## config.mk

```make
export PLATFORM = sky130hd
export DESIGN_NAME = look_elevator_controller
export DESIGN_NICKNAME = d
export VERILOG_FILES = /design/src/rtl/lec_pkg.sv /design/src/rtl/lec_sched.sv /design/src/rtl/look_elevator_controller.sv
export SDC_FILE = /design/constraint.sdc
export NUM_CORES = 1
export LEC_CHECK = 0
export ABC_AREA = 0
export BUFFER_PORTS_ARGS = -buffer_cell sky130_fd_sc_hd__buf_2
export CORE_MARGIN = 3
export CORE_UTILIZATION = 50
export CTS_BUF_LIST = sky130_fd_sc_hd__clkbuf_4
export DETAILED_ROUTE_END_ITERATION = 6
export PLACE_DENSITY = 0.73
export SLEW_MARGIN = 40
export SYNTH_ARGS = -nofsm -noshare
export SYNTH_HDL_FRONTEND = slang
export SYNTH_SLANG_ARGS = --single-unit
```

## constraint.sdc

```tcl
create_clock -name clk_i -period 6.92 [get_ports clk_i]
set_input_delay 0.692 -clock clk_i [delete_from_list [all_inputs] [get_ports clk_i]]
set_output_delay 0.692 -clock clk_i [all_outputs]
set_load 0.03 [all_outputs]
```

## src/rtl/lec_pkg.sv

```systemverilog
// ----------------------------------------------------------------------------
// lec_pkg
// Types, codes and search functions of the LOOK elevator controller.
// ----------------------------------------------------------------------------
package lec_pkg;

  localparam int unsigned MaxFloors = 32;
  localparam int unsigned FloorW    = 6;

  localparam logic [FloorW-1:0] TopFloorReset = FloorW'(MaxFloors);

  // Event codes.
  localparam logic [2:0] FuncRequest = 3'd0;
  localparam logic [2:0] FuncQuery   = 3'd1;
  localparam logic [2:0] FuncFloor   = 3'd2;
  localparam logic [2:0] FuncDoor    = 3'd3;
  localparam logic [2:0] FuncStop    = 3'd4;
  localparam logic [2:0] FuncOpen    = 3'd5;
  localparam logic [2:0] FuncClose   = 3'd6;

  // Status codes.
  localparam logic [2:0] StatEmergency   = 3'd0;
  localparam logic [2:0] StatDoorOpen    = 3'd1;
  localparam logic [2:0] StatDirChanged  = 3'd2;
  localparam logic [2:0] StatIdle        = 3'd3;
  localparam logic [2:0] StatStopped     = 3'd4;
  localparam logic [2:0] StatStartMoving = 3'd5;
  localparam logic [2:0] StatInMove      = 3'd6;

  // Motor commands.
  localparam logic [1:0] MoveNone  = 2'd0;
  localparam logic [1:0] MoveLift  = 2'd1;
  localparam logic [1:0] MoveLower = 2'd2;
  localparam logic [1:0] MoveStop  = 2'd3;

  // Door commands.
  localparam logic [1:0] DoorNone  = 2'd0;
  localparam logic [1:0] DoorOpen  = 2'd1;
  localparam logic [1:0] DoorClose = 2'd2;

  typedef struct packed {
    logic [2:0]        func;
    logic [FloorW-1:0] floor;
    logic              query_up;
    logic              door_is_open;
    logic              engine_stopped;
  } item_t;

  typedef struct packed {
    logic                 update_valid;
    logic [2:0]           status;
    logic                 can_take;
    logic [1:0]           move_cmd;
    logic [FloorW-1:0]    move_target;
    logic [1:0]           door_cmd;
    logic [MaxFloors-1:0] cancelled_mask;
  } result_t;

  // One-hot stop bit of a floor; floors outside 1..MaxFloors give zero.
  function automatic logic [MaxFloors-1:0] floor_bit(input logic [FloorW-1:0] fl);
    logic [MaxFloors-1:0] m;
    m = '0;
    for (int i = 0; i < MaxFloors; i++) begin
      m[i] = (fl == FloorW'(i + 1));
    end
    return m;
  endfunction

  // Lowest pending stop above the car, zero if none.
  function automatic logic [FloorW-1:0] nearest_above(input logic [MaxFloors-1:0] mask,
                                                      input logic [FloorW-1:0]    car);
    logic [FloorW-1:0] best;
    best = '0;
    for (int i = MaxFloors - 1; i >= 0; i--) begin
      if (mask[i] && (FloorW'(i + 1) > car)) begin
        best = FloorW'(i + 1);
      end
    end
    return best;
  endfunction

  // Highest pending stop below the car, zero if none.
  function automatic logic [FloorW-1:0] nearest_below(input logic [MaxFloors-1:0] mask,
                                                      input logic [FloorW-1:0]    car);
    logic [FloorW-1:0] best;
    best = '0;
    for (int i = 0; i < MaxFloors; i++) begin
      if (mask[i] && (FloorW'(i + 1) < car)) begin
        best = FloorW'(i + 1);
      end
    end
    return best;
  endfunction

endpackage

```

## src/rtl/lec_sched.sv

```systemverilog
// ----------------------------------------------------------------------------
// lec_sched
// Car state and the LOOK scheduling decision for one event.
// ----------------------------------------------------------------------------
module lec_sched import lec_pkg::*; (
  input  logic              clk_i,
  input  logic              rst_ni,
  input  logic              step_i,
  input  item_t             item_i,
  input  logic [FloorW-1:0] top_floor_i,
  output result_t           result_o
);

  logic [MaxFloors-1:0] pending_q, pending_d;
  logic                 heading_up_q, heading_up_d;
  logic [FloorW-1:0]    car_floor_q, car_floor_d;
  logic                 moving_q, moving_d;
  logic                 door_q, door_d;

  logic [FloorW-1:0]    limit;
  logic                 req_ok;
  logic                 idle;
  logic [MaxFloors-1:0] fbit;
  logic [MaxFloors-1:0] pend_eff;
  logic [FloorW-1:0]    up_t, dn_t, ahead, behind, disp_t;
  logic                 disp_changed;
  logic                 do_dispatch;
  result_t              res;

  always_comb begin
    limit    = (top_floor_i < FloorW'(MaxFloors)) ? top_floor_i : FloorW'(MaxFloors);
    req_ok   = (item_i.floor != '0) && (item_i.floor <= limit);
    idle     = !moving_q && (pending_q == '0);
    fbit     = floor_bit(item_i.floor);
    pend_eff = ((item_i.func == FuncRequest) && req_ok) ? (pending_q | fbit) : pending_q;

    up_t   = nearest_above(pend_eff, car_floor_q);
    dn_t   = nearest_below(pend_eff, car_floor_q);
    ahead  = heading_up_q ? up_t : dn_t;
    behind = heading_up_q ? dn_t : up_t;

    // With nothing ahead the car turns around; if nothing lies behind either,
    // the only stop is the car's own floor.
    disp_changed = (ahead == '0);
    if (ahead != '0) begin
      disp_t = ahead;
    end else if (behind != '0) begin
      disp_t = behind;
    end else begin
      disp_t = car_floor_q;
    end
  end

  always_comb begin
    pending_d    = pending_q;
    heading_up_d = heading_up_q;
    car_floor_d  = car_floor_q;
    moving_d     = moving_q;
    door_d       = door_q;
    res          = '0;
    do_dispatch  = 1'b0;

    case (item_i.func)
      FuncRequest: begin
        if (req_ok) begin
          if (idle && (car_floor_q == item_i.floor)) begin
            res.door_cmd = DoorOpen;
          end else begin
            pending_d   = pend_eff;
            do_dispatch = !door_q;
          end
        end
      end
      FuncQuery: begin
        if (idle) begin
          res.can_take = 1'b1;
        end else if (heading_up_q != item_i.query_up) begin
          res.can_take = 1'b0;
        end else begin
          res.can_take = !((ahead != '0) &&
                           (heading_up_q ? (ahead < item_i.floor) : (ahead > item_i.floor)));
        end
      end
      FuncFloor: begin
        car_floor_d = item_i.floor;
        if (item_i.engine_stopped) begin
          moving_d     = 1'b0;
          pending_d    = pending_q & ~fbit;
          res.door_cmd = DoorOpen;
        end else begin
          moving_d         = 1'b1;
          res.update_valid = 1'b1;
          res.status       = door_q ? StatDoorOpen : StatInMove;
        end
      end
      FuncDoor: begin
        door_d = item_i.door_is_open;
        if (!item_i.door_is_open && !idle) begin
          do_dispatch = (pending_q != '0);
        end else begin
          res.update_valid = 1'b1;
          res.status       = item_i.door_is_open ? StatDoorOpen : StatIdle;
        end
      end
      FuncStop: begin
        moving_d           = 1'b0;
        pending_d          = '0;
        res.move_cmd       = MoveStop;
        res.cancelled_mask = pending_q;
        res.update_valid   = 1'b1;
        res.status         = StatEmergency;
      end
      FuncOpen: begin
        res.door_cmd = DoorOpen;
      end
      FuncClose: begin
        res.door_cmd = DoorClose;
      end
      default: begin
      end
    endcase

    if (do_dispatch) begin
      heading_up_d     = disp_changed ? !heading_up_q : heading_up_q;
      moving_d         = 1'b1;
      res.move_cmd     = (car_floor_q > disp_t) ? MoveLower : MoveLift;
      res.move_target  = disp_t;
      res.update_valid = 1'b1;
      res.status       = disp_changed ? StatDirChanged : StatStartMoving;
    end
  end

  assign result_o = res;

  always_ff @(posedge clk_i or negedge rst_ni) begin
    if (!rst_ni) begin
      pending_q    <= '0;
      heading_up_q <= 1'b1;
      car_floor_q  <= FloorW'(1);
      moving_q     <= 1'b0;
      door_q       <= 1'b0;
    end else if (step_i) begin
      pending_q    <= pending_d;
      heading_up_q <= heading_up_d;
      car_floor_q  <= car_floor_d;
      moving_q     <= moving_d;
      door_q       <= door_d;
    end
  end

endmodule

```

## src/rtl/look_elevator_controller.sv

```systemverilog
// ----------------------------------------------------------------------------
// look_elevator_controller
// LOOK-scheduled elevator car controller with one result word per event.
// ----------------------------------------------------------------------------
// Each event word gives exactly one result word, in order. An accepted event
// sits in an input register while the scheduler works out the next car state
// and the result; the result lands in the result register once that is free,
// so each event passes the input register and then the result register. One
// event per cycle is sustained; the input side stalls only when the result
// register is full and the sink holds out_ready_i low. The top_floor register
// may be written at any time through the cfg channel, which is always ready,
// but should only change while no event is in flight.
module look_elevator_controller import lec_pkg::*; (
  input  logic                 clk_i,
  input  logic                 rst_ni,

  input  logic                 cfg_valid_i,
  output logic                 cfg_ready_o,
  input  logic [FloorW-1:0]    cfg_top_floor_i,

  input  logic                 in_valid_i,
  output logic                 in_ready_o,
  input  logic [2:0]           func_i,
  input  logic [FloorW-1:0]    floor_i,
  input  logic                 query_up_i,
  input  logic                 door_is_open_i,
  input  logic                 engine_stopped_i,

  output logic                 out_valid_o,
  input  logic                 out_ready_i,
  output logic                 update_valid_o,
  output logic [2:0]           status_o,
  output logic                 can_take_o,
  output logic [1:0]           move_cmd_o,
  output logic [FloorW-1:0]    move_target_o,
  output logic [1:0]           door_cmd_o,
  output logic [MaxFloors-1:0] cancelled_mask_o
);

  logic [FloorW-1:0] top_floor_q;
  item_t             in_q;
  logic              in_valid_q;
  result_t           out_q;
  logic              out_valid_q;
  result_t           sched_res;
  logic              in_fire;
  logic              out_load;
  logic              step;

  assign cfg_ready_o = 1'b1;
  assign out_load    = !out_valid_q || out_ready_i;
  assign step        = in_valid_q && out_load;
  assign in_ready_o  = !in_valid_q || step;
  assign in_fire     = in_valid_i && in_ready_o;

  lec_sched u_sched (
    .clk_i       (clk_i),
    .rst_ni      (rst_ni),
    .step_i      (step),
    .item_i      (in_q),
    .top_floor_i (top_floor_q),
    .result_o    (sched_res)
  );

  always_ff @(posedge clk_i or negedge rst_ni) begin
    if (!rst_ni) begin
      top_floor_q <= TopFloorReset;
      in_valid_q  <= 1'b0;
      out_valid_q <= 1'b0;
    end else begin
      if (cfg_valid_i) begin
        top_floor_q <= cfg_top_floor_i;
      end
      if (in_fire) begin
        in_valid_q <= 1'b1;
      end else if (step) begin
        in_valid_q <= 1'b0;
      end
      if (step) begin
        out_valid_q <= 1'b1;
      end else if (out_ready_i) begin
        out_valid_q <= 1'b0;
      end
    end
  end

  always_ff @(posedge clk_i) begin
    if (in_fire) begin
      in_q.func           <= func_i;
      in_q.floor          <= floor_i;
      in_q.query_up       <= query_up_i;
      in_q.door_is_open   <= door_is_open_i;
      in_q.engine_stopped <= engine_stopped_i;
    end
    if (step) begin
      out_q <= sched_res;
    end
  end

  assign out_valid_o      = out_valid_q;
  assign update_valid_o   = out_q.update_valid;
  assign status_o         = out_q.status;
  assign can_take_o       = out_q.can_take;
  assign move_cmd_o       = out_q.move_cmd;
  assign move_target_o    = out_q.move_target;
  assign door_cmd_o       = out_q.door_cmd;
  assign cancelled_mask_o = out_q.cancelled_mask;

endmodule

```

* Word-level counts from Yosys, hierarchy flattened
Index checks and enable logic that the tools add are counted.
Storage, ports and cells: output and inout port bits 50, latch bits 0, bits in registers 108, bits of input ports 23, word-level logic and storage cells 335, memories kept 0, memory bits (read-only) 0, memory bits (writable) 0
Cells by class: order comparisons 69, bitwise logic cells 3, reduce and logical (&&, ||, !) cells 98, shift-type cells 0, multiply operators 0, div/mod/pow operators 0, equality and inequality tests 43, mux-type cells 102, add/subtract/negate cells 0
Operators with widths (count):
- $mux W6 | 38
- $mux W32 | 4
- $eq A6 B5 Y1 const B | 16
- $gt A5 B6 Y1 const A | 16
- $lt A5 B6 Y1 const A | 16
- $pmux W32 S3 | 1
- $mux W5 | 16
- $logic_and A1 B1 Y1 | 72
- $eq A6 B4 Y1 const B | 8
- $gt A4 B6 Y1 const A | 8
- $lt A4 B6 Y1 const A | 8
- $mux W4 | 10
- $and A32 B32 Y32 | 1
- $logic_not A32 Y1 | 1
- $not A32 Y32 | 1
- $or A32 B32 Y32 | 1
- $reduce_bool A32 Y1 | 1
- $eq A6 B3 Y1 const B | 4
- $gt A3 B6 Y1 const A | 4
- $lt A3 B6 Y1 const A | 4
- $mux W3 | 7
- $reduce_bool A6 Y1 | 3
- $mux W1 | 16
- $eq A6 B2 Y1 const B | 2
- other kinds (33) | 57

* Longest topological paths before layout
Gate-level depths: netlist (run 1).
word-level depth 46, depth in mapped cells 26

* Hierarchy
From an unflattened synthesis (run 1), not the netlist that was laid out.
Unflattened totals: cell total of the unflattened synthesis 871, area total of the unflattened synthesis 7936.4 µm²
Modules (own cells, without submodules):
- lec_sched | area each 5811.8 µm², instances 1, sequential area each 1028.5 µm², cells each 789
- look_elevator_controller | area each 2124.5 µm², instances 1, sequential area each 1973.1 µm², cells each 82

* Worst setup path before layout (run 1)
OpenSTA, ideal clock, no wires.
path type reg-to-reg, start point reg top_floor_q[5], end point reg out_q, in the netlist move_cmd_o[1], data pin, setup time 0.270 ns, arrival time 4.785 ns, data required time 6.650 ns, setup slack 1.866 ns, stages on the path, launching flop included 25, path through dfstp_2 inv_1 ha_1 nand4_2 o21bai_2 and3_1 buf_2 o2111ai_1 a21o_1 nand4_1 nor4_2 nand4_1 o31ai_1 o211ai_2 and2_1 a211o_1 ha_1 nor2b_1 o21a_1 o21ai_0 nand2b_1 a21oi_1 nor2b_1 o22ai_1 o21ai_0
RTL lines:
- start: declaration | RTL line look_elevator_controller.sv:40 | logic [FloorW-1:0] top_floor_q;
- start signal: assignment | RTL line look_elevator_controller.sv:67 | top_floor_q <= TopFloorReset;
- start signal: assignment | RTL line look_elevator_controller.sv:72 | top_floor_q <= cfg_top_floor_i;
- end signal: assignment | RTL line look_elevator_controller.sv:96 | out_q <= sched_res;
- end: declaration | RTL line look_elevator_controller.sv:43 | result_t out_q;

==> qor.json, run 1 <==
{
  "status": {"value": "complete, no violations"},
  "synth-main-ff-cell": {"value": "sky130_fd_sc_hd__edfxtp_1"},
  "fraction_of_the_yosys_area_taken_by_sequential_cells": {"value": 38.4, "unit": "%"},
  "synth.distinct_cells": {"value": 100},
  "cap_violations": {"value": 0},
  "cpMostUsedCell": {"value": "sky130_fd_sc_hd__o21ai_0"},
  "critical_path.cell_chain": {"value": "ha_1 -> a21oi_1 -> o21a_1 -> nand3_1 -> a2111oi_0 -> o21bai_1 -> a21boi_0 -> o2111ai_1 -> a211oi_1 -> o21ai_0 -> o2bb2ai_2 -> a31oi_1 -> a211o_1 -> ha_1 -> nor2b_1 -> o21a_1 -> o21ai_0 -> nand2b_1 -> a21oi_1 -> nor2b_1 -> o22ai_1 -> o21ai_0"},
  "cts.reportedPaths.clkPinSlew": {"value": 0.20, "unit": "ns"},
  "clock_skew": {"value": 0.0378, "unit": "ns"},
  "netlist_top_cells_area": {"value": "sky130_fd_sc_hd__edfxtp_1 (23%), sky130_fd_sc_hd__dfrtp_1 (15%), sky130_fd_sc_hd__a21oi_1 (7.4%)"},
  "synthDominantAreaCellType": {"value": "sky130_fd_sc_hd__edfxtp_1"},
  "gp_routability_congestion": {"value": 0.976},
  "synth_area_per_cell": {"value": 8.65, "unit": "µm²"},
  "post-route-drc-count": {"value": 0},
  "post-route-util": {"value": 55.6, "unit": "%"},
  "vdd.ir_drop.worst": {"value": 0.000127, "unit": "V"},
  "synth.ff_latch_count": {"value": 108},
  "number_of_cts_inserted_buffers": {"value": 9},
  "die_h": {"value": 131, "unit": "µm"},
  "finalSetupTns": {"value": 0, "unit": "ns"},
  "pwr_density_cell": {"value": 227, "unit": "nW/µm²"},
  "drive_gt1_share": {"value": 17.0, "unit": "%"},
  "hold_class": {"value": "in -> async"},
  "floorplan.rows": {"value": 45},
  "area_share_of_the_largest_cell_type_after_synthesis": {"value": 22.7, "unit": "%"},
  "post-route-min-period": {"value": 6.27, "unit": "ns"},
  "met1Wirelength": {"value": 10800, "unit": "µm"},
  "detail-route-antenna-nets": {"value": 0},
  "worst_ep_required_time": {"value": 7.16, "unit": "ns"},
  "first_global_vias": {"value": 7146},
  "via_per_inst": {"value": 6.65},
  "hold_viol_final": {"value": 0},
  "detailedRoute.firstPassIterationCount": {"value": 5},
  "cts_tree": {"value": "built"},
  "worst_path_largest_cell_delay": {"value": 0.86, "unit": "ns"},
  "synth.net_count": {"value": 945},
  "path_buf_inv": {"value": 0},
  "fillerInstances": {"value": 1486},
  "critPathMaxFanout": {"value": 11},
  "placed_cell_area": {"value": 8360, "unit": "µm²"},
  "combined_global_route_utilization_of_all_metal_layers": {"value": 31.0, "unit": "%"},
  "first_pass_grt_wire_length": {"value": 40500, "unit": "µm"},
  "clock_insertion_delay_worst_skew": {"value": 0.53, "unit": "ns"},
  "synth-compound-area-share": {"value": 30.1, "unit": "%"},
  "finalNetCount": {"value": 994},
  "yosys.area_share.adder": {"value": 2.88, "unit": "%"},
  "synth-edff-count": {"value": 59},
  "drt_iter0_drc": {"value": 1030},
  "die-area": {"value": 17200, "unit": "µm²"},
  "slew_headroom": {"value": 40.8, "unit": "%"},
  "tightest_slew": {"value": 0.865, "unit": "ns"},
  "layout_worst_path_cycle_share": {"value": 90.6, "unit": "%"},
  "setup.worst_path.class": {"value": "reg -> reg"},
  "number_of_clock_sinks_seen_by_cts": {"value": 108},
  "critical_path.slowest_cell": {"value": "sky130_fd_sc_hd__a2111oi_0"},
  "antenna_found_initial": {"value": 0},
  "worst_setup_path_end_kind": {"value": "flip-flop"},
  "postSynthCellCount": {"value": 904},
  "cts_root_buffer": {"value": "sky130_fd_sc_hd__clkbuf_4"},
  "numPortBuffers": {"value": 71},
  "finalWirelength": {"value": 26400, "unit": "µm"},
  "i_o_pin_cnt": {"value": 73},
  "post_synth_xor_area_fraction": {"value": 0.672, "unit": "%"},
  "synth-async-reset-ratio": {"value": 45.4, "unit": "%"},
  "ctsHtreeMaxLevel": {"value": 3},
  "synth.area.mux_share": {"value": 1.50, "unit": "%"},
  "power_leakage": {"value": 3.54, "unit": "nW"},
  "synth_simple_gate_area_share": {"value": 22.3, "unit": "%"},
  "final-setup-viol-count": {"value": 0},
  "highest_layer": {"value": "met4"},
  "clk_path_buf_depth": {"value": 2},
  "vias": {"value": 7776},
  "initial_core_util": {"value": 51.3, "unit": "%"},
  "postCtsHoldBufs": {"value": 0},
  "unrepaired_setup_endpoints_after_global_routing": {"value": "false"},
  "die_width": {"value": 131, "unit": "µm"},
  "path_delay_family": {"value": "compound AO/OA/AOI/OAI gates"},
  "timing_max_transition_violations_final": {"value": 0},
  "met2WireLength": {"value": 11700, "unit": "µm"},
  "cts.repair.resized": {"value": 0},
  "cp_data_arrival_time": {"value": 6.51, "unit": "ns"},
  "dr_wl_met3": {"value": 2530, "unit": "µm"},
  "avgRoutedWirePerCell": {"value": 22.6, "unit": "µm"},
  "cts_setup_buffers": {"value": 0},
  "crit_path_start_kind": {"value": "flip-flop"},
  "synthesis.area": {"value": 7820, "unit": "µm²"},
  "design_area": {"value": 8480, "unit": "µm²"},
  "ys_warn_count": {"value": 0},
  "pin_count_of_the_biggest_net_entering_global_routing": {"value": 50},
  "max_freq": {"value": 160, "unit": "MHz"},
  "r2r_slack": {"value": 0.65, "unit": "ns"},
  "core_region_area": {"value": 15300, "unit": "µm²"},
  "syn2layout_area_growth": {"value": 8.38, "unit": "%"},
  "dpl.hpwl": {"value": 20000, "unit": "µm"},
  "combinational_family_with_the_most_area_after_synthesis": {"value": "compound AO/OA/AOI/OAI gates"},
  "gr-total-overflow": {"value": 0}
}
power breakdown:
| part | leakage [nW] | switching [mW] | internal (mW) |
|---|---|---|---|
| Combinational | 2.24 | 0.531 | 0.279 |
| Clock | 0.0720 | 0.221 | 0.0840 |
| Sequential | 1.22 | 0.0718 | 0.735 |
cell families (layout without fill, tap and decap cells):
group	count (synthesis)	after routing
compound gates	357	357
xor+xnor	6	6
fa+ha+maj	18	18
buf+inv	75	129
flops	108	108
mux	11	11
other cells	1	2
simple gates	328	328
metrics by stage:
stage / cells / total power [mW] / worst slack (ns) / hold WS, ns
floorplan: 904 / 1.39 / 1.87 / 0.396
global placement: 1153 / 1.60 / 0.987 / 0.479
detailed placement: 1153 / 1.61 / 0.935 / 0.490
CTS: 1169 / 1.91 / 0.866 / 0.271
global route: 1169 / 2.03 / 0.256 / 0.302
finish: 1170 / 1.92 / 0.653 / 0.260
synth_stat cells, types with 14 or more instances:
cell type                  instances
sky130_fd_sc_hd__a21oi_1         116
sky130_fd_sc_hd__nand2_1          78
sky130_fd_sc_hd__o21ai_0          73
sky130_fd_sc_hd__nor2_1           70
sky130_fd_sc_hd__edfxtp_1         59
sky130_fd_sc_hd__dfrtp_1          46
sky130_fd_sc_hd__and3_1           36
sky130_fd_sc_hd__clkbuf_1         33
sky130_fd_sc_hd__a31oi_1          23
sky130_fd_sc_hd__inv_1            22
sky130_fd_sc_hd__nor3_1           21
sky130_fd_sc_hd__nand3_1          20
sky130_fd_sc_hd__ha_1             18
sky130_fd_sc_hd__buf_2            14
sky130_fd_sc_hd__nor4_1           14
final timing paths:
kind,startpoint,end,cells past startpoint
setup / recovery,in_q[8],move_cmd_o[1],22
hold / removal,rst_ni,u_sched.car_floor_q[2],2
setup reg to reg,in_q[8],move_cmd_o[1],22
hold reg to reg,u_sched.moving_q,u_sched.moving_q,2
max in group asynchronous,rst_ni,u_sched.pending_q[10],2
min in group clk_i,floor_i[1],in_q[4],1
flip-flops by register name, indices dropped and copies added, names as in the netlist, 2 cells and up:
| name | cells |
|---|---|
| cancelled_mask_o | 32 |
| u_sched.pending_q | 32 |
| in_q | 12 |
| move_target_o | 6 |
| top_floor_q | 6 |
| u_sched.car_floor_q | 6 |
| status_o | 3 |
| door_cmd_o | 2 |
| move_cmd_o | 2 |
layer usage:
metal | track usage (%) | vias to the layer above
li1 | - | 3562
met1 | 41.8 | 3642
met2 | 47.3 | 477
met3 | 7.33 | 95
met4 | 14.3 | 0
met5 | 0 | -
area by class of cell:
cell class | count | area (µm²) | share of cell area [%]
clock buffers | 11 | 82.6 | 0.974
diodes | 1 | 2.50 | 0.0295
repair buffers | 91 | 505 | 5.96
well taps | 211 | 264 | 3.11
inverters | 22 | 82.6 | 0.974
flip-flops and latches | 108 | 3000 | 35.4
clock inverters | 5 | 33.8 | 0.399
multi-input cells | 721 | 4500 | 53.1
placed cells by master (no fill, tap or decap), types with 14 or more instances in the layout:
| cell | count |
|---|---|
| sky130_fd_sc_hd__nor4_1 | 14 |
| sky130_fd_sc_hd__buf_2 | 71 |
| sky130_fd_sc_hd__nor2_1 | 69 |
| sky130_fd_sc_hd__o21ai_0 | 73 |
| sky130_fd_sc_hd__a21oi_1 | 116 |
| sky130_fd_sc_hd__nand2_1 | 77 |
| sky130_fd_sc_hd__nor3_1 | 21 |
| sky130_fd_sc_hd__ha_1 | 18 |
| sky130_fd_sc_hd__inv_1 | 21 |
| sky130_fd_sc_hd__edfxtp_1 | 59 |
| sky130_fd_sc_hd__a31oi_1 | 23 |
| sky130_fd_sc_hd__dfrtp_1 | 45 |
| sky130_fd_sc_hd__and3_1 | 36 |
| sky130_fd_sc_hd__buf_4 | 20 |
| sky130_fd_sc_hd__nand3_1 | 20 |
worst register-to-register path: cells and delay by family, from the launching register on:
family / cells / cell delay [ns]
AO/OA/AOI/OAI: 16 / 4.04
adder cells (fa/ha/maj): 2 / 0.67
flip-flops: 1 / 0.68
AND/OR/NAND/NOR: 4 / 0.60
(Power assumes the default switching activity.)
==> run 2: changes to the inputs <==
Settings changed: CORE_MARGIN 3 to unset.
==> run 2 against run 1 <==
- combinational power fell by 3.6%
- final cell count shrank 0.26%
- routed wire length is 1.2% lower
- die area decreased by 6.0%
- first-iteration DRC count increased by 21%
- fmax up 0.66%
- final area grew 0.24%
- critical path type unchanged
- critical endpoint unchanged
==> qor.json, run 2 (synthesis gave the netlist of run 1 again) <==
{
  "status": {"value": "complete, no violations"},
  "first_pass_grt_wire_length": {"value": 40600, "unit": "µm", "change": "+0.31%"},
  "logic_pwr_share": {"value": 39.9, "unit": "%", "change": "-2.2 points"},
  "cap_violations": {"value": 0, "change": "unchanged"},
  "share_clk_of_total_power": {"value": 17.5, "unit": "%", "change": "+1.6 points"},
  "timing_max_transition_violations_final": {"value": 0, "change": "unchanged"},
  "worst_ep_required_time": {"value": 7.17, "unit": "ns", "change": "about the same"},
  "commonest_non_fill_non_tap_cell_in_the_layout": {"value": "sky130_fd_sc_hd__a21oi_1"},
  "power.net_switching": {"value": 0.828, "unit": "mW", "change": "+0.48%"},
  "total_power": {"value": 1.96, "unit": "mW", "change": "+1.8%"},
  "final-instance-count-excl-fill": {"value": 1167, "change": "-0.26%"},
  "number_of_clock_sinks_seen_by_cts": {"value": 108, "change": "unchanged"},
  "avgRoutedWirePerCell": {"value": 22.4, "unit": "µm", "change": "-0.93%"},
  "place.detailed.instances": {"value": 1150, "change": "-0.26%"},
  "die_width": {"value": 127, "unit": "µm", "change": "-3.1%"},
  "ctsHtreeMaxLevel": {"value": 3, "change": "unchanged"},
  "worst_setup_path_end_kind": {"value": "flip-flop"},
  "worstSetupStartpoint": {"value": "in_q[7]"},
  "critical_path.slowest_cell": {"value": "sky130_fd_sc_hd__edfxtp_1"},
  "first_global_vias": {"value": 7127, "change": "-0.27%"},
  "hold_viol_final": {"value": 0, "change": "unchanged"},
  "seq_power_share": {"value": 42.6, "unit": "%", "change": "+0.6 points"},
  "hold_class": {"value": "in -> async"},
  "pin_count_of_the_biggest_net_entering_global_routing": {"value": 50, "change": "unchanged"},
  "placed_cell_area": {"value": 8340, "unit": "µm²", "change": "-0.19%"},
  "postCtsHoldBufs": {"value": 0, "change": "unchanged"},
  "antenna_found_initial": {"value": 1, "change": "+1"},
  "power_switching_share": {"value": 42.3, "unit": "%", "change": "-0.57 points"},
  "gp_routability_congestion": {"value": 0.975, "change": "-0.15%"},
  "i_o_pin_cnt": {"value": 73, "change": "unchanged"},
  "finalWirelength": {"value": 26100, "unit": "µm", "change": "-1.2%"},
  "final_cell_mix": {"value": "sky130_fd_sc_hd__a21oi_1 (116), sky130_fd_sc_hd__nand2_1 (77), sky130_fd_sc_hd__o21ai_0 (73)"},
  "cts_setup_buffers": {"value": 0, "change": "unchanged"},
  "cts_tree": {"value": "built"},
  "die_h": {"value": 127, "unit": "µm", "change": "-3.1%"},
  "post-route-min-period": {"value": 6.23, "unit": "ns", "change": "-0.0409 ns"},
  "syn2layout_area_growth": {"value": 8.64, "unit": "%"},
  "detailedRoute.firstPassIterationCount": {"value": 7, "change": "+2"},
  "cpMostUsedCell": {"value": "sky130_fd_sc_hd__o21ai_0"},
  "worstRegToRegCells": {"value": 22, "change": "unchanged"},
  "critical_path.cell_chain": {"value": "ha_1 -> nand4_2 -> o21bai_2 -> nand3_1 -> a2111oi_0 -> o21bai_1 -> a21boi_0 -> o2111ai_1 -> a211oi_1 -> o21ai_0 -> o2bb2ai_2 -> a31oi_1 -> a211o_1 -> ha_1 -> nor2b_1 -> o21a_1 -> o21ai_0 -> nand2b_1 -> a21oi_1 -> nor2b_1 -> o22ai_1 -> o21ai_0"},
  "slew_headroom": {"value": 40.5, "unit": "%", "change": "-0.33 points"},
  "reg2reg_from": {"value": "in_q[7]"},
  "clk_path_buf_depth": {"value": 2, "change": "unchanged"},
  "dpl.hpwl": {"value": 19500, "unit": "µm", "change": "-2.1%"},
  "gr-total-overflow": {"value": 0, "change": "unchanged"},
  "tightest_slew": {"value": 0.893, "unit": "ns", "change": "+0.0273 ns"},
  "critPathMaxFanout": {"value": 15, "change": "+4"},
  "numPortBuffers": {"value": 71, "change": "unchanged"},
  "finalNetCount": {"value": 991, "change": "-0.30%"},
  "pwr_density_cell": {"value": 230, "unit": "nW/µm²", "change": "+1.6%"},
  "finalSetupTns": {"value": 0, "unit": "ns", "change": "unchanged"},
  "cts_root_buffer": {"value": "sky130_fd_sc_hd__clkbuf_4"},
  "clock_skew": {"value": 0.0199, "unit": "ns", "change": "-0.0178 ns"},
  "setup.worst_path.class": {"value": "reg -> reg"},
  "clock_insertion_delay_worst_skew": {"value": 0.51, "unit": "ns", "change": "-0.02 ns"},
  "post-route-drc-count": {"value": 0, "change": "unchanged"},
  "final-setup-viol-count": {"value": 0, "change": "unchanged"},
  "internal_power": {"value": 1.13, "unit": "mW", "change": "+2.9%"},
  "drt_iter0_drc": {"value": 1247, "change": "+21%"},
  "crit_path_start_kind": {"value": "flip-flop"},
  "vias": {"value": 7894, "change": "+1.5%"},
  "core_region_area": {"value": 15300, "unit": "µm²", "change": "unchanged"},
  "combined_global_route_utilization_of_all_metal_layers": {"value": 33.1, "unit": "%", "change": "+2.1 points"},
  "drive_gt1_share": {"value": 17.0, "unit": "%", "change": "-0.051 points"},
  "number_of_cts_inserted_buffers": {"value": 9, "change": "unchanged"},
  "detail-route-antenna-nets": {"value": 0, "change": "unchanged"},
  "path_buf_inv": {"value": 0, "change": "unchanged"},
  "initial_core_util": {"value": 51.3, "unit": "%", "change": "unchanged"},
  "die-area": {"value": 16100, "unit": "µm²", "change": "-6.0%"},
  "max_freq": {"value": 161, "unit": "MHz", "change": "+0.66%"},
  "cts.reportedPaths.clkPinSlew": {"value": 0.16, "unit": "ns", "change": "-0.04 ns"},
  "vdd.ir_drop.worst": {"value": 0.000134, "unit": "V", "change": "+5.8%"},
  "unrepaired_setup_endpoints_after_global_routing": {"value": "false"},
  "cts.repair.resized": {"value": 0, "change": "unchanged"},
  "via_per_inst": {"value": 6.76, "change": "+1.8%"},
  "design_area": {"value": 8500, "unit": "µm²", "change": "+0.24%"},
  "r2r_slack": {"value": 0.69, "unit": "ns", "change": "+0.04 ns"},
  "power_leakage": {"value": 3.53, "unit": "nW", "change": "-0.15%"},
  "cp_data_arrival_time": {"value": 6.47, "unit": "ns", "change": "-0.04 ns"},
  "path_delay_family": {"value": "compound AO/OA/AOI/OAI gates"},
  "hold_ws": {"value": 0.268, "unit": "ns", "change": "+0.00738 ns"},
  "worst_path_largest_cell_delay": {"value": 0.78, "unit": "ns", "change": "-0.08 ns"},
  "floorplan.rows": {"value": 45, "change": "unchanged"},
  "crit-reg2reg-capture": {"value": "move_cmd_o[1]"},
  "layout_worst_path_cycle_share": {"value": 90.0, "unit": "%", "change": "-0.59 points"}
}
## run 2: cell count changes in the layout (fill, tap and decap cells not counted)
cell and change:
sky130_fd_sc_hd__clkinv_2 -1, sky130_fd_sc_hd__clkbuf_4 -1, sky130_fd_sc_hd__clkinvlp_4 +1, sky130_fd_sc_hd__inv_8 +1, sky130_fd_sc_hd__nor4b_1 -1, sky130_fd_sc_hd__nor4b_2 +1, sky130_fd_sc_hd__inv_4 -1, sky130_fd_sc_hd__buf_4 -3
sky130_fd_sc_hd__bufinv_16 +1, sky130_fd_sc_hd__nor4_2 +1, sky130_fd_sc_hd__nor4_1 -1
## run 2: how the worst max path moves through the flow
stage / end / slack (ns) / depth (start not counted)
finish: move_cmd_o[1] / 0.69 / 22
global route: move_cmd_o[1] / 0.36 / 22
CTS: move_cmd_o[1] / 0.91 / 22
detailed placement: move_cmd_o[1] / 0.93 / 22
global placement: move_cmd_o[1] / 0.94 / 22
floorplan: move_cmd_o[1] / 1.87 / 24
## run 2: layer usage
layer  up-vias  GRT usage, %  part of all wire [%]
met1      3684          44.2                    40
met3       105          7.62                    10
met2       536          50.5                    43
met4         0          17.1                   5.8
met5         -             0                     0
li1       3569             -                     -
## run 2: metrics by stage
step                      utilization [%]  setup slack (ns)
final                                55.7             0.694
after CTS                            55.6             0.908
after detailed placement             54.7             0.925
after floorplan                         -              1.87
after global routing                 55.7             0.361
after global placement               54.6             0.941
## run 2: power groups by stage
stage,combinational [mW],sequential (mW),clock (mW)
5_1_grt,0.848,0.839,0.372
4_1_cts,0.763,0.828,0.348
3_3_place_gp,0.756,0.840,0
2_1_floorplan,0.580,0.811,0
3_5_place_dp,0.760,0.841,0
6_report,0.781,0.834,0.343
## run 2: layout make-up
type,count,area [µm²]
Antenna cell,1,2.50
Clock inverter,6,71.3
Fill cell,1439,6760
Clock buffer,10,75.1
Sequential cell,108,3000
Inverter,22,82.6
Multi-Input combinational cell,721,4520
Timing Repair Buffer,88,483
Tap cell,211,264
==> run 3: changes to the inputs <==
Settings changed: HOLD_SLACK_MARGIN set to 0.15, PLACE_DENSITY 0.73 to 0.75.
==> run 3 against run 2 <==
- via count decreased by 0.19%
- first-iteration DRC count decreased by 5.4%
- critical path depth decreased by 3
- setup slack improved by 0.054 ns
- final cell count about the same
- critical path type unchanged
- critical endpoint is now can_take_o
==> qor.json, run 3 (synthesis gave the netlist of run 1 again) <==
{
  "final_cell_mix": {"value": "sky130_fd_sc_hd__a21oi_1 (116), sky130_fd_sc_hd__nand2_1 (77), sky130_fd_sc_hd__o21ai_0 (73)"},
  "max_freq": {"value": 162, "unit": "MHz", "change": "+0.88%"},
  "cts.reportedPaths.clkPinSlew": {"value": 0.16, "unit": "ns", "change": "about the same"},
  "status": {"value": "complete, no violations"},
  "dpl.hpwl": {"value": 19900, "unit": "µm", "change": "+1.7%"},
  "detail-route-antenna-nets": {"value": 0, "change": "unchanged"},
  "syn2layout_area_growth": {"value": 8.46, "unit": "%"},
  "detailedRoute.firstPassIterationCount": {"value": 6, "change": "-1"},
  "clk_path_buf_depth": {"value": 2, "change": "unchanged"},
  "timing_max_transition_violations_final": {"value": 0, "change": "unchanged"},
  "gp_routability_congestion": {"value": 0.968, "change": "-0.73%"},
  "crit_path_start_kind": {"value": "flip-flop"},
  "critical_path.slowest_cell": {"value": "sky130_fd_sc_hd__edfxtp_1"},
  "die_h": {"value": 127, "unit": "µm", "change": "unchanged"},
  "crit-reg2reg-capture": {"value": "can_take_o"},
  "tightest_slew": {"value": 0.889, "unit": "ns", "change": "-0.00390 ns"},
  "critical_path.cell_chain": {"value": "inv_1 -> ha_1 -> nand2_1 -> nor2_1 -> nand2_1 -> a2111oi_0 -> o21ai_0 -> a221oi_1 -> o211ai_1 -> a31oi_1 -> nor2_1 -> nor2_1 -> ha_1 -> a21oi_1 -> nor2_1 -> a211oi_1 -> nor2_1 -> nor3_1 -> a2111oi_2"},
  "setup.worst_path.class": {"value": "reg -> reg"},
  "die-area": {"value": 16100, "unit": "µm²", "change": "unchanged"},
  "unrepaired_setup_endpoints_after_global_routing": {"value": "false"},
  "combined_global_route_utilization_of_all_metal_layers": {"value": 33.6, "unit": "%", "change": "+0.42 points"},
  "cap_violations": {"value": 0, "change": "unchanged"},
  "i_o_pin_cnt": {"value": 73, "change": "unchanged"},
  "detailedPlace.worstSlack": {"value": 0.952, "unit": "ns", "change": "+0.0269 ns"},
  "post-route-drc-count": {"value": 0, "change": "unchanged"},
  "cts_tree": {"value": "built"},
  "worst_setup_path_end_kind": {"value": "flip-flop"},
  "slew_headroom": {"value": 40.7, "unit": "%", "change": "+0.26 points"},
  "cts_setup_buffers": {"value": 0, "change": "unchanged"},
  "worst_path_largest_cell_delay": {"value": 0.77, "unit": "ns", "change": "about the same"},
  "cts_root_buffer": {"value": "sky130_fd_sc_hd__clkbuf_4"},
  "r2r_slack": {"value": 0.75, "unit": "ns", "change": "+0.05 ns"},
  "critPathMaxFanout": {"value": 12, "change": "-3"},
  "finalWirelength": {"value": 26500, "unit": "µm", "change": "+1.7%"},
  "power_leakage": {"value": 3.53, "unit": "nW", "change": "about the same"},
  "reg2reg_from": {"value": "in_q[3]"},
  "die_width": {"value": 127, "unit": "µm", "change": "unchanged"},
  "vdd.ir_drop.worst": {"value": 0.000138, "unit": "V", "change": "+2.5%"},
  "pwr_density_cell": {"value": 227, "unit": "nW/µm²", "change": "-1.3%"},
  "ctsHtreeMaxLevel": {"value": 3, "change": "unchanged"},
  "cp_data_arrival_time": {"value": 6.41, "unit": "ns", "change": "-0.06 ns"},
  "avgRoutedWirePerCell": {"value": 22.7, "unit": "µm", "change": "+1.6%"},
  "hold_class": {"value": "in -> async"},
  "first_global_vias": {"value": 7138, "change": "+0.15%"},
  "clock_insertion_delay_worst_skew": {"value": 0.51, "unit": "ns", "change": "about the same"},
  "internal_power": {"value": 1.10, "unit": "mW", "change": "-3.0%"},
  "place.detailed.instances": {"value": 1151, "change": "+0.087%"},
  "cpMostUsedCell": {"value": "sky130_fd_sc_hd__nor2_1"},
  "number_of_cts_inserted_buffers": {"value": 9, "change": "unchanged"},
  "gr-total-overflow": {"value": 0, "change": "unchanged"},
  "finalNetCount": {"value": 992, "change": "+0.10%"},
  "clock_skew": {"value": 0.0239, "unit": "ns", "change": "+0.00398 ns"},
  "power_switching_share": {"value": 43.2, "unit": "%", "change": "+0.86 points"},
  "vias": {"value": 7879, "change": "-0.19%"},
  "numPortBuffers": {"value": 71, "change": "unchanged"},
  "first_pass_grt_wire_length": {"value": 41000, "unit": "µm", "change": "+0.97%"},
  "antenna_found_initial": {"value": 1, "change": "unchanged"},
  "share_clk_of_total_power": {"value": 16.2, "unit": "%", "change": "-1.3 points"},
  "hold_ws": {"value": 0.304, "unit": "ns", "change": "+0.0365 ns"},
  "post-route-min-period": {"value": 6.17, "unit": "ns", "change": "-0.0545 ns"},
  "via_per_inst": {"value": 6.75, "change": "-0.28%"},
  "power.net_switching": {"value": 0.832, "unit": "mW", "change": "+0.53%"},
  "seq_power_share": {"value": 43.1, "unit": "%", "change": "+0.5 points"},
  "final_critical_path_setup_slack": {"value": 0.749, "unit": "ns", "change": "+0.0545 ns"},
  "final-instance-count-excl-fill": {"value": 1168, "change": "+0.086%"},
  "path_delay_family": {"value": "compound AO/OA/AOI/OAI gates"},
  "commonest_non_fill_non_tap_cell_in_the_layout": {"value": "sky130_fd_sc_hd__a21oi_1"},
  "pin_count_of_the_biggest_net_entering_global_routing": {"value": 50, "change": "unchanged"},
  "worst_ep_required_time": {"value": 7.16, "unit": "ns", "change": "about the same"},
  "postCtsHoldBufs": {"value": 0, "change": "unchanged"},
  "cts.repair.resized": {"value": 0, "change": "unchanged"},
  "number_of_clock_sinks_seen_by_cts": {"value": 108, "change": "unchanged"},
  "logic_pwr_share": {"value": 40.7, "unit": "%", "change": "+0.8 points"},
  "hold_viol_final": {"value": 0, "change": "unchanged"},
  "worstRegToRegCells": {"value": 19, "change": "-14%"},
  "core_region_area": {"value": 15300, "unit": "µm²", "change": "unchanged"},
  "final-setup-viol-count": {"value": 0, "change": "unchanged"},
  "layout_worst_path_cycle_share": {"value": 89.2, "unit": "%", "change": "-0.79 points"},
  "finalSetupTns": {"value": 0, "unit": "ns", "change": "unchanged"},
  "initial_core_util": {"value": 51.3, "unit": "%", "change": "unchanged"},
  "total_power": {"value": 1.93, "unit": "mW", "change": "-1.5%"},
  "path_buf_inv": {"value": 1, "change": "+1"},
  "drt_iter0_drc": {"value": 1180, "change": "-5.4%"},
  "floorplan.rows": {"value": 45, "change": "unchanged"},
  "drive_gt1_share": {"value": 16.9, "unit": "%", "change": "-0.018 points"}
}
## run 3: how the worst max path moves through the flow
stage	to	startpoint	depth (start not counted)
finish	can_take_o	in_q[3]	19
global route	move_cmd_o[1]	in_q[3]	23
CTS	move_cmd_o[1]	in_q[3]	23
detailed placement	move_cmd_o[1]	in_q[3]	23
global placement	move_cmd_o[1]	in_q[8]	22
floorplan	move_cmd_o[1]	top_floor_q[5]	24
## run 3: layout make-up
class	count	area, µm²
Antenna cell	1	2.50
Clock buffer	10	75.1
Clock inverter	6	58.8
Fill cell	1437	6780
Inverter	22	82.6
Multi-Input combinational cell	721	4510
Sequential cell	108	3000
Tap cell	211	264
Timing Repair Buffer	89	490
## run 3: worst reg2reg max path: stages (launching register included)
cell                        delay (ns)
sky130_fd_sc_hd__edfxtp_1         0.77
sky130_fd_sc_hd__inv_1            0.21
sky130_fd_sc_hd__ha_1             0.34
sky130_fd_sc_hd__nand2_1          0.12
sky130_fd_sc_hd__nor2_1           0.20
sky130_fd_sc_hd__nand2_1          0.25
sky130_fd_sc_hd__a2111oi_0        0.77
sky130_fd_sc_hd__o21ai_0          0.26
sky130_fd_sc_hd__a221oi_1         0.35
sky130_fd_sc_hd__o211ai_1         0.23
sky130_fd_sc_hd__a31oi_1          0.45
sky130_fd_sc_hd__nor2_1           0.15
sky130_fd_sc_hd__nor2_1           0.22
sky130_fd_sc_hd__ha_1             0.28
sky130_fd_sc_hd__a21oi_1          0.13
sky130_fd_sc_hd__nor2_1           0.05
sky130_fd_sc_hd__a211oi_1         0.54
sky130_fd_sc_hd__nor2_1           0.12
sky130_fd_sc_hd__nor3_1           0.34
sky130_fd_sc_hd__a2111oi_2        0.13
## run 3: power by group through the flow
stage	clock (mW)	combinational (mW)	sequential (mW)
global placement	0	0.761	0.838
global route	0.343	0.855	0.837
floorplan	0	0.580	0.811
finish	0.313	0.784	0.832
CTS	0.319	0.768	0.826
detailed placement	0	0.764	0.839
## run 3: metrics by stage
stage	util, %	instance area (µm²)
6_report	55.6	8480
5_1_grt	55.6	8480
4_1_cts	55.6	8480
3_5_place_dp	54.7	8340
3_3_place_gp	54.6	8340
2_1_floorplan	-	7820
## run 3: per-layer routing
| layer | part of all wire, % | track usage (%) | vias up |
|---|---|---|---|
| met5 | 0 | 0 | - |
| met4 | 5.4 | 16.9 | 0 |
| met3 | 9.4 | 5.82 | 93 |
| met2 | 44 | 51.5 | 503 |
| met1 | 42 | 45.8 | 3729 |
| li1 | - | - | 3554 |
